File: src/hdl/assert_macros.svh
// ----------------------------------------------------------------------------
// Assertion macros
// Concurrent assertion forms for the frame header parser.
// ----------------------------------------------------------------------------
`ifndef ASSERT_MACROS_SVH
`define ASSERT_MACROS_SVH

// A property that must hold at every clock edge outside reset.
`define WSF_ASSERT_ALWAYS(label, prop, msg) \
   label: assert property (@(posedge clock) disable iff (reset) (prop)) else $error(msg);

// When the antecedent holds, the consequent must hold in the next cycle.
`define WSF_ASSERT_NEXT(label, ante, cons, msg) \
   label: assert property (@(posedge clock) disable iff (reset) (ante) |=> (cons)) \
      else $error(msg);

`endif

File: src/hdl/wsfhp_pkg.sv
// ----------------------------------------------------------------------------
// wsfhp_pkg
// Types and constants shared by the frame header parser modules.
// ----------------------------------------------------------------------------
package wsfhp_pkg;

   // Parser phase within one frame header.
   typedef enum logic [1:0] {
      PH_IDLE  = 2'd0,
      PH_LEN   = 2'd1,
      PH_EXT16 = 2'd2,
      PH_EXT64 = 2'd3
   } phase_type;

   // Result status codes.
   typedef enum logic [1:0] {
      ST_OK        = 2'd0,
      ST_RESERVED  = 2'd1,
      ST_TRUNCATED = 2'd2
   } status_type;

   // One received byte with its flags.
   typedef struct packed {
      logic [7:0] data_byte;
      logic       frame_start;
      logic       buffer_end;
   } beat_type;

   // One parse result.
   typedef struct packed {
      logic [3:0]  opcode;
      logic        masked;
      logic [63:0] body_len;
      logic [3:0]  hdr_bytes;
      status_type  status;
   } result_type;

   localparam logic [7:0] RSV_MASK    = 8'h70;
   localparam logic [6:0] LEN7_EXT16  = 7'd126;
   localparam logic [6:0] LEN7_EXT64  = 7'd127;
   localparam logic [3:0] HDR_SHORT   = 4'd2;
   localparam logic [3:0] HDR_EXT16   = 4'd4;
   localparam logic [3:0] HDR_EXT64   = 4'd10;
   localparam logic [3:0] EXT16_BYTES = 4'd2;
   localparam logic [3:0] EXT64_BYTES = 4'd8;

endpackage

File: src/hdl/wsfhp_in_stage.sv
// ----------------------------------------------------------------------------
// wsfhp_in_stage
// Input register: captures one byte beat and holds it until the parser
// consumes it. A new beat is taken in the same cycle the held one leaves.
// ----------------------------------------------------------------------------
module wsfhp_in_stage
   import wsfhp_pkg::*;
(
   input  logic     clock,
   input  logic     reset,
   input  logic     req_valid,
   output logic     req_ready,
   input  beat_type req_beat,
   input  logic     advance,
   output logic     beat_valid,
   output beat_type beat
);

   logic     valid_ff, valid_in;
   beat_type beat_ff;
   logic     accept;

   // Room exists when empty or when the held beat moves on this cycle.
   assign req_ready = !valid_ff || advance;
   assign accept    = req_valid && req_ready;

   always_comb begin
      valid_in = valid_ff;
      if (accept) begin
         valid_in = 1'b1;
      end else if (advance) begin
         valid_in = 1'b0;
      end
   end

   always_ff @(posedge clock) begin
      if (reset) begin
         valid_ff <= 1'b0;
      end else begin
         valid_ff <= valid_in;
      end
   end

   // Beat payload needs no reset.
   always_ff @(posedge clock) begin
      if (accept) begin
         beat_ff <= req_beat;
      end
   end

   assign beat_valid = valid_ff;
   assign beat       = beat_ff;

endmodule

File: src/hdl/wsfhp_parser.sv
// ----------------------------------------------------------------------------
// wsfhp_parser
// Header parse state, single-pass next-state logic and the result register.
// Each consumed beat updates the state; a finished or failed header loads
// the result register.
// ----------------------------------------------------------------------------
`include "assert_macros.svh"

module wsfhp_parser
   import wsfhp_pkg::*;
(
   input  logic       clock,
   input  logic       reset,
   input  logic       beat_valid,
   input  beat_type   beat,
   output logic       advance,
   output logic       rsp_valid,
   input  logic       rsp_ready,
   output result_type rsp_result
);

   phase_type   phase_ff, phase_in;
   logic [3:0]  opcode_ff, opcode_in;
   logic        mask_ff, mask_in;
   logic [63:0] acc_ff, acc_in;
   logic [3:0]  left_ff, left_in;
   logic        out_valid_ff, out_valid_in;
   result_type  result_ff;

   logic        res_fire;
   result_type  res;
   logic [6:0]  len7;
   logic [63:0] acc_shift;
   logic [3:0]  left_dec;

   logic        len_state_clear;
   logic        in_ext;
   logic        ok_shape;
   logic        err_shape;
   logic        result_load;
   logic        idle_with_result;

   // A beat is consumed when the result register is free or being drained.
   assign advance = beat_valid && (!out_valid_ff || rsp_ready);

   assign len7      = beat.data_byte[6:0];
   assign acc_shift = {acc_ff[55:0], beat.data_byte};
   assign left_dec  = left_ff - 4'd1;

   // Next parse state and result for the beat in the input register.
   always_comb begin
      phase_in = phase_ff;
      opcode_in = opcode_ff;
      mask_in = mask_ff;
      acc_in = acc_ff;
      left_in = left_ff;
      res_fire = 1'b0;
      res = '0;
      res.status = ST_OK;

      if (beat.frame_start) begin
         // A start byte abandons any header in progress.
         phase_in = PH_IDLE;
         opcode_in = '0;
         mask_in = 1'b0;
         acc_in = '0;
         left_in = '0;
         if (beat.buffer_end) begin
            res_fire = 1'b1;
            res.status = ST_TRUNCATED;
         end else if ((beat.data_byte & RSV_MASK) != 8'h00) begin
            res_fire = 1'b1;
            res.status = ST_RESERVED;
         end else begin
            opcode_in = beat.data_byte[3:0];
            phase_in = PH_LEN;
         end
      end else begin
         case (phase_ff)
            PH_LEN: begin
               if (len7 < LEN7_EXT16) begin
                  res_fire = 1'b1;
                  res.opcode = opcode_ff;
                  res.masked = beat.data_byte[7];
                  res.body_len = {57'd0, len7};
                  res.hdr_bytes = HDR_SHORT;
               end else if (beat.buffer_end) begin
                  res_fire = 1'b1;
                  res.status = ST_TRUNCATED;
               end else begin
                  mask_in = beat.data_byte[7];
                  acc_in = '0;
                  if (len7 == LEN7_EXT16) begin
                     phase_in = PH_EXT16;
                     left_in = EXT16_BYTES;
                  end else begin
                     phase_in = PH_EXT64;
                     left_in = EXT64_BYTES;
                  end
               end
            end
            PH_EXT16, PH_EXT64: begin
               if (left_dec == 4'd0) begin
                  res_fire = 1'b1;
                  res.opcode = opcode_ff;
                  res.masked = mask_ff;
                  res.body_len = acc_shift;
                  res.hdr_bytes = (phase_ff == PH_EXT16) ? HDR_EXT16 : HDR_EXT64;
               end else if (beat.buffer_end) begin
                  res_fire = 1'b1;
                  res.status = ST_TRUNCATED;
               end else begin
                  acc_in = acc_shift;
                  left_in = left_dec;
               end
            end
            default: begin
               // Idle bytes without a start flag are dropped.
               phase_in = PH_IDLE;
            end
         endcase
         // Any result returns the parser to idle.
         if (res_fire) begin
            phase_in = PH_IDLE;
            opcode_in = '0;
            mask_in = 1'b0;
            acc_in = '0;
            left_in = '0;
         end
      end
   end

   // Parse state registers, updated only on a consumed beat.
   always_ff @(posedge clock) begin
      if (reset) begin
         phase_ff <= PH_IDLE;
         opcode_ff <= '0;
         mask_ff <= 1'b0;
         acc_ff <= '0;
         left_ff <= '0;
      end else if (advance) begin
         phase_ff <= phase_in;
         opcode_ff <= opcode_in;
         mask_ff <= mask_in;
         acc_ff <= acc_in;
         left_ff <= left_in;
      end
   end

   // Result valid flag.
   always_comb begin
      out_valid_in = out_valid_ff;
      if (advance) begin
         out_valid_in = res_fire;
      end else if (rsp_ready) begin
         out_valid_in = 1'b0;
      end
   end

   always_ff @(posedge clock) begin
      if (reset) begin
         out_valid_ff <= 1'b0;
      end else begin
         out_valid_ff <= out_valid_in;
      end
   end

   // Result payload.
   always_ff @(posedge clock) begin
      if (advance && res_fire) begin
         result_ff <= res;
      end
   end

   assign rsp_valid  = out_valid_ff;
   assign rsp_result = result_ff;

   // Conditions watched by the checks below.
   assign len_state_clear  = (left_ff == 4'd0) && (acc_ff == 64'd0);
   assign in_ext           = (phase_ff == PH_EXT16) || (phase_ff == PH_EXT64);
   assign ok_shape         = (rsp_result.status != ST_OK) ||
                             (rsp_result.hdr_bytes == HDR_SHORT) ||
                             (rsp_result.hdr_bytes == HDR_EXT16) ||
                             (rsp_result.hdr_bytes == HDR_EXT64);
   assign err_shape        = (rsp_result.status == ST_OK) ||
                             ((rsp_result.hdr_bytes == 4'd0) &&
                              (rsp_result.body_len == 64'd0));
   assign result_load      = advance && res_fire;
   assign idle_with_result = (phase_ff == PH_IDLE) && rsp_valid;

   `WSF_ASSERT_ALWAYS(a_idle_clean, (phase_ff != PH_IDLE) || len_state_clear, "stale idle state")
   `WSF_ASSERT_ALWAYS(a_left_in_ext, in_ext || (left_ff == 4'd0), "count outside extension")
   `WSF_ASSERT_ALWAYS(a_ok_hdr_len, !rsp_valid || ok_shape, "bad ok header size")
   `WSF_ASSERT_ALWAYS(a_err_zero, !rsp_valid || err_shape, "error fields not zero")
   `WSF_ASSERT_NEXT(a_result_idle, result_load, idle_with_result, "not idle after a result")

endmodule

File: src/hdl/websocket_frame_header_parser.sv
// A byte waits in the input register; a result loads when its last header byte is consumed.
// Throughput: one byte per cycle while results drain; a result held by a low rsp_tready
// stalls the input until it is taken.
// The input register and the result register set this timing; the parse step
// between them is a single pass of shifts and compares.
// Reset: synchronous, active high; clears the parse state and both valid flags.
// ----------------------------------------------------------------------------
// websocket_frame_header_parser
// Parses frame headers from a byte stream: opcode, mask flag, 7/16/64-bit
// payload length, header size and status.
// ----------------------------------------------------------------------------
module websocket_frame_header_parser
   import wsfhp_pkg::*;
(
   input  logic        clock,
   input  logic        reset,
   input  logic        req_tvalid,
   output logic        req_tready,
   input  logic [7:0]  req_tdata,   // [7:0] data_byte
   input  logic        req_tuser,   // [0] frame_start
   input  logic        req_tlast,   // buffer_end
   output logic        rsp_tvalid,
   input  logic        rsp_tready,
   output logic [79:0] rsp_tdata,   // [3:0] opcode, [4] masked, [68:5] body_len,
                                    // [72:69] hdr_bytes, [79:73] zero
   output logic [1:0]  rsp_tuser    // [1:0] status
);

   beat_type   req_beat;
   beat_type   beat;
   logic       beat_valid;
   logic       advance;
   result_type result;

   assign req_beat.data_byte   = req_tdata;
   assign req_beat.frame_start = req_tuser;
   assign req_beat.buffer_end  = req_tlast;

   // Input register.
   wsfhp_in_stage u_in_stage (
      .clock      (clock),
      .reset      (reset),
      .req_valid  (req_tvalid),
      .req_ready  (req_tready),
      .req_beat   (req_beat),
      .advance    (advance),
      .beat_valid (beat_valid),
      .beat       (beat)
   );

   // Parse logic and result register.
   wsfhp_parser u_parser (
      .clock      (clock),
      .reset      (reset),
      .beat_valid (beat_valid),
      .beat       (beat),
      .advance    (advance),
      .rsp_valid  (rsp_tvalid),
      .rsp_ready  (rsp_tready),
      .rsp_result (result)
   );

   // Pack the result beat.
   assign rsp_tdata = {7'd0, result.hdr_bytes, result.body_len,
                       result.masked, result.opcode};
   assign rsp_tuser = result.status;

endmodule
File: config.mk
export PLATFORM = sky130hd
export DESIGN_NAME = websocket_frame_header_parser
export DESIGN_NICKNAME = d
export VERILOG_FILES = /design/src/hdl/wsfhp_pkg.sv /design/src/hdl/wsfhp_in_stage.sv /design/src/hdl/wsfhp_parser.sv /design/src/hdl/websocket_frame_header_parser.sv
export VERILOG_INCLUDE_DIRS = /design/src /design/src/hdl
export SDC_FILE = /design/constraint.sdc
export NUM_CORES = 1
export LEC_CHECK = 0
export BUFFER_PORTS_ARGS = -buffer_cell sky130_fd_sc_hd__buf_2
export CORE_MARGIN = 2
export CORE_UTILIZATION = 50
export CTS_CLUSTER_SIZE = 30
export DETAILED_ROUTE_END_ITERATION = 7
export HOLD_SLACK_MARGIN = 0.08
export MAX_ROUTING_LAYER = met4
export PLACE_DENSITY_LB_ADDON = 0.05
export RECOVER_POWER = 100
export SLEW_MARGIN = 15
export SYNTH_ARGS = -nofsm -noshare
export SYNTH_HDL_FRONTEND = slang
export SYNTH_SLANG_ARGS = --single-unit
File: constraint.sdc
create_clock -name clock -period 11.6 [get_ports clock]
set_input_delay 1.16 -clock clock [delete_from_list [all_inputs] [get_ports clock]]
set_output_delay 1.16 -clock clock [all_outputs]
set_load 0.01 [all_outputs]
==> impl_metrics.ini <==
[clock_network]
cts_tree = done
post_cts_buffers = 0
hold_buffers = 0
ctsLongestPathBuffers = 2
clk-insertion-delay-late_ns = 0.42
clk_pin_slew_ns = 0.06
cts_made_buffers = 17
cts_root_buf = clkbuf_16
ctsHtreeMaxLevel = 4
cts_resized = 0
clkSinkCount = 153

[sta]
post-route-period-util_pct = 57.98
finClkSkew_ns = 0.01741
min_period_ns = 6.725
setup_tns_ns = 0
setup_viol_count_final = 0
slew_viol_final = 209
hold_viol = 0
rsz0062_at_grt = no
tightest_slew_ns = 3.090
fmax_ghz = 0.1487
timing.final.ws_setup_ns = 4.875
slew_headroom_pct = -106.0

[routing]
drt-vias-per-instance = 5.582
vias = 3924
drt_iter0_markers = 344
postRouteAntennaNets = 0
drc = 7
post_drt_wl_per_cell_um = 17.33
drt_wl_total_um = 12180
dr.pass1.iters = 6

[setup_path]
cp-end-kind = flop
startpoint_type = flop
r2r-end = u_parser.rsp_result[4]
ff2ff_path_depth = 9
crit_buf_inv = 3
rr_startpoint = u_parser.left_ff[0]
critPathMaxStageDelay_ns = 1.74
path_class = reg -> reg
cp_top_family = buffers and inverters
worstPathCellList = inv_1 -> ha_1 -> o21bai_1 -> o21ai_0 -> a32oi_4 -> clkbuf_1 -> a31oi_1 -> and3_1 -> clkbuf_1
crit_top_cell = clkbuf_1
cp_data_required_time_ns = 11.58
cp_slowest_cell = clkbuf_1
crit_arrival_ns = 6.70
r2r_slack_ns = 4.87
path_max_fanout = 65

[global_route]
grt_max_degree = 70
grt_pass1_wl_um = 19570
antenna_found_initial = 0
grt_overflow = 0
grt_use_total_pct = 20.16
first_global_vias = 3709

[min_path]
holdCritStartpoint = u_parser.acc_ff[53]
min_path_type = reg -> reg
hold_depth = 2
hold_end = u_parser.acc_ff[53]

[run_status]
violations = design-rule violations, max-capacitance violations, max-slew violations
status = finished, violations left

[layout]
synthToLayoutAreaGrowth_pct = 15.56
diodes = 0
instances_no_fill = 703
layout_common_cells = edfxtp_1 (84), clkbuf_1 (80), dfxtp_1 (69)
final_nets = 563
design_area_um2 = 6878
fillCellCount = 994
layout_commonest_cell = edfxtp_1
drive_gt1_share_pct = 9.821

[synthesis]
synth_seq_cells = 153
synth.distinct_cells = 48
yosysWarnings = 0
ys_async_sr_fraction_pct = 0
avgSynthCellArea_um2 = 12.56
syn_area_um2 = 5952
synth_edf_count = 84
ys.flop_type = edfxtp_1
seq_area_frac_synth_pct = 65.59
postSynthCellCount = 474

[placement]
placed_cell_area_um2 = 6414
port_buffers = 89
place_inst = 671
gp_congestion = 0.8243
place_hpwl_um = 7309
dp_slack_ns = 7.952

[floorplan]
die-area_um2 = 12790
initial_core_util_pct = 51.68
io_pins = 98
die_w_um = 113.1
rows = 39
core-area_um2 = 11520
chipHeight_um = 113.1

[power_and_ir_drop]
p_per_area_nw_per_um2 = 173.1
ir_drop_uv = 80.72
p_leak_uw = 0.002324

[run]
drv_cap = 4
## routing by layer
layer,vias up,wire length [um],track usage [%]
met1,1897,5945,27.98
met5,-,0,-
li1,1894,-,-
met4,0,91,7.317
met2,124,5585,29.18
met3,9,558,4.767
## sequential cells by signal (all words and copies together) (netlist names)
signal,count
u_in_stage.beat,10
u_in_stage.beat_valid,1
u_parser.acc_ff,56
u_parser.left_ff,4
u_parser.mask_ff,1
u_parser.opcode_ff,4
u_parser.phase_ff,2
u_parser.rsp_result,74
u_parser.rsp_valid,1
## worst reg2reg max path: stages (launching register included)
cell and delay (ns):
dfxtp_1 0.39, inv_1 0.09, ha_1 0.25, o21bai_1 0.16, o21ai_0 0.29, a32oi_4 0.15
clkbuf_1 1.09, a31oi_1 0.86, and3_1 1.20, clkbuf_1 1.76
## synthesized netlist by cell type (2+ instances only)
master | count | area share (%)
inv_1 | 6 | 0.38
nand3_1 | 4 | 0.34
buf_4 | 13 | 1.6
dfxtp_1 | 69 | 23
edfxtp_1 | 84 | 42
a211oi_1 | 8 | 1.0
buf_2 | 11 | 0.92
nand2_1 | 11 | 0.69
nand2_2 | 2 | 0.21
buf_6 | 2 | 0.38
nor2_1 | 64 | 4.0
nor3b_1 | 11 | 1.4
nor2b_1 | 2 | 0.21
nor3_1 | 4 | 0.34
a32oi_1 | 57 | 8.4
and3_1 | 3 | 0.32
o41ai_2 | 3 | 0.82
clkbuf_1 | 21 | 1.3
and2_1 | 60 | 6.3
ha_1 | 2 | 0.42
a21oi_1 | 9 | 0.76
nand4b_1 | 2 | 0.29
## layout make-up
class,instances,area (um2),share of cell area (%)
multi-input combinational,275,1775,25.81
clock inverter,15,198.9,2.892
clock buffer,17,425.4,6.185
sequential,153,3904,56.76
tap,143,178.9,2.601
inverter,6,22.52,0.3275
timing repair buffer,94,372.9,5.421
## power breakdown
part / internal, uW / leakage, uW / switching, uW / total, uW
sequential: 578 / 0.00140 / 5.79 / 583
combinational: 6.72 / 0.000620 / 21.1 / 27.8
clock: 361 / 0.000305 / 219 / 579
## how the worst max path moves through the flow
| stage | start | to | slack, ns | cells after the start |
|---|---|---|---|---|
| 2_1_floorplan | rsp_tready | u_parser.rsp_result[0] | 7.85 | 3 |
| 3_3_place_gp | u_parser.left_ff[0] | u_parser.rsp_result[65] | 8.08 | 9 |
| 3_5_place_dp | u_parser.left_ff[0] | u_parser.rsp_result[67] | 7.95 | 9 |
| 4_1_cts | u_parser.left_ff[0] | u_parser.rsp_result[5] | 7.93 | 9 |
| 5_1_grt | u_parser.left_ff[0] | u_parser.rsp_result[5] | 4.40 | 9 |
| 6_report | u_parser.left_ff[0] | u_parser.rsp_result[4] | 4.87 | 9 |
## metrics by stage
step | hold WS (ns) | power, uW | utilization [%]
3_5_place_dp | 0.4670 | 624.6 | 55.69
5_1_grt | 0.4992 | 1226 | 59.72
2_1_floorplan | 0.4455 | 614.8 | -
3_3_place_gp | 0.4612 | 624.0 | 55.69
4_1_cts | 0.4826 | 1201 | 61.11
6_report | 0.4789 | 1190 | 59.72
## cells by family (layout without fill, tap and decap cells)
family	after synthesis	after routing	share of synthesized area [%]
and+or+nand+nor	173	173	15.68
AOI/OAI and AO/OA	91	91	13.45
DFF	153	153	65.59
xor gates and xnor gates	1	1	0.1472
other	1	8	0.06300
buffers and inverters	53	132	4.646
adders and majority gates	2	2	0.4204
(Power assumes the default switching activity.)
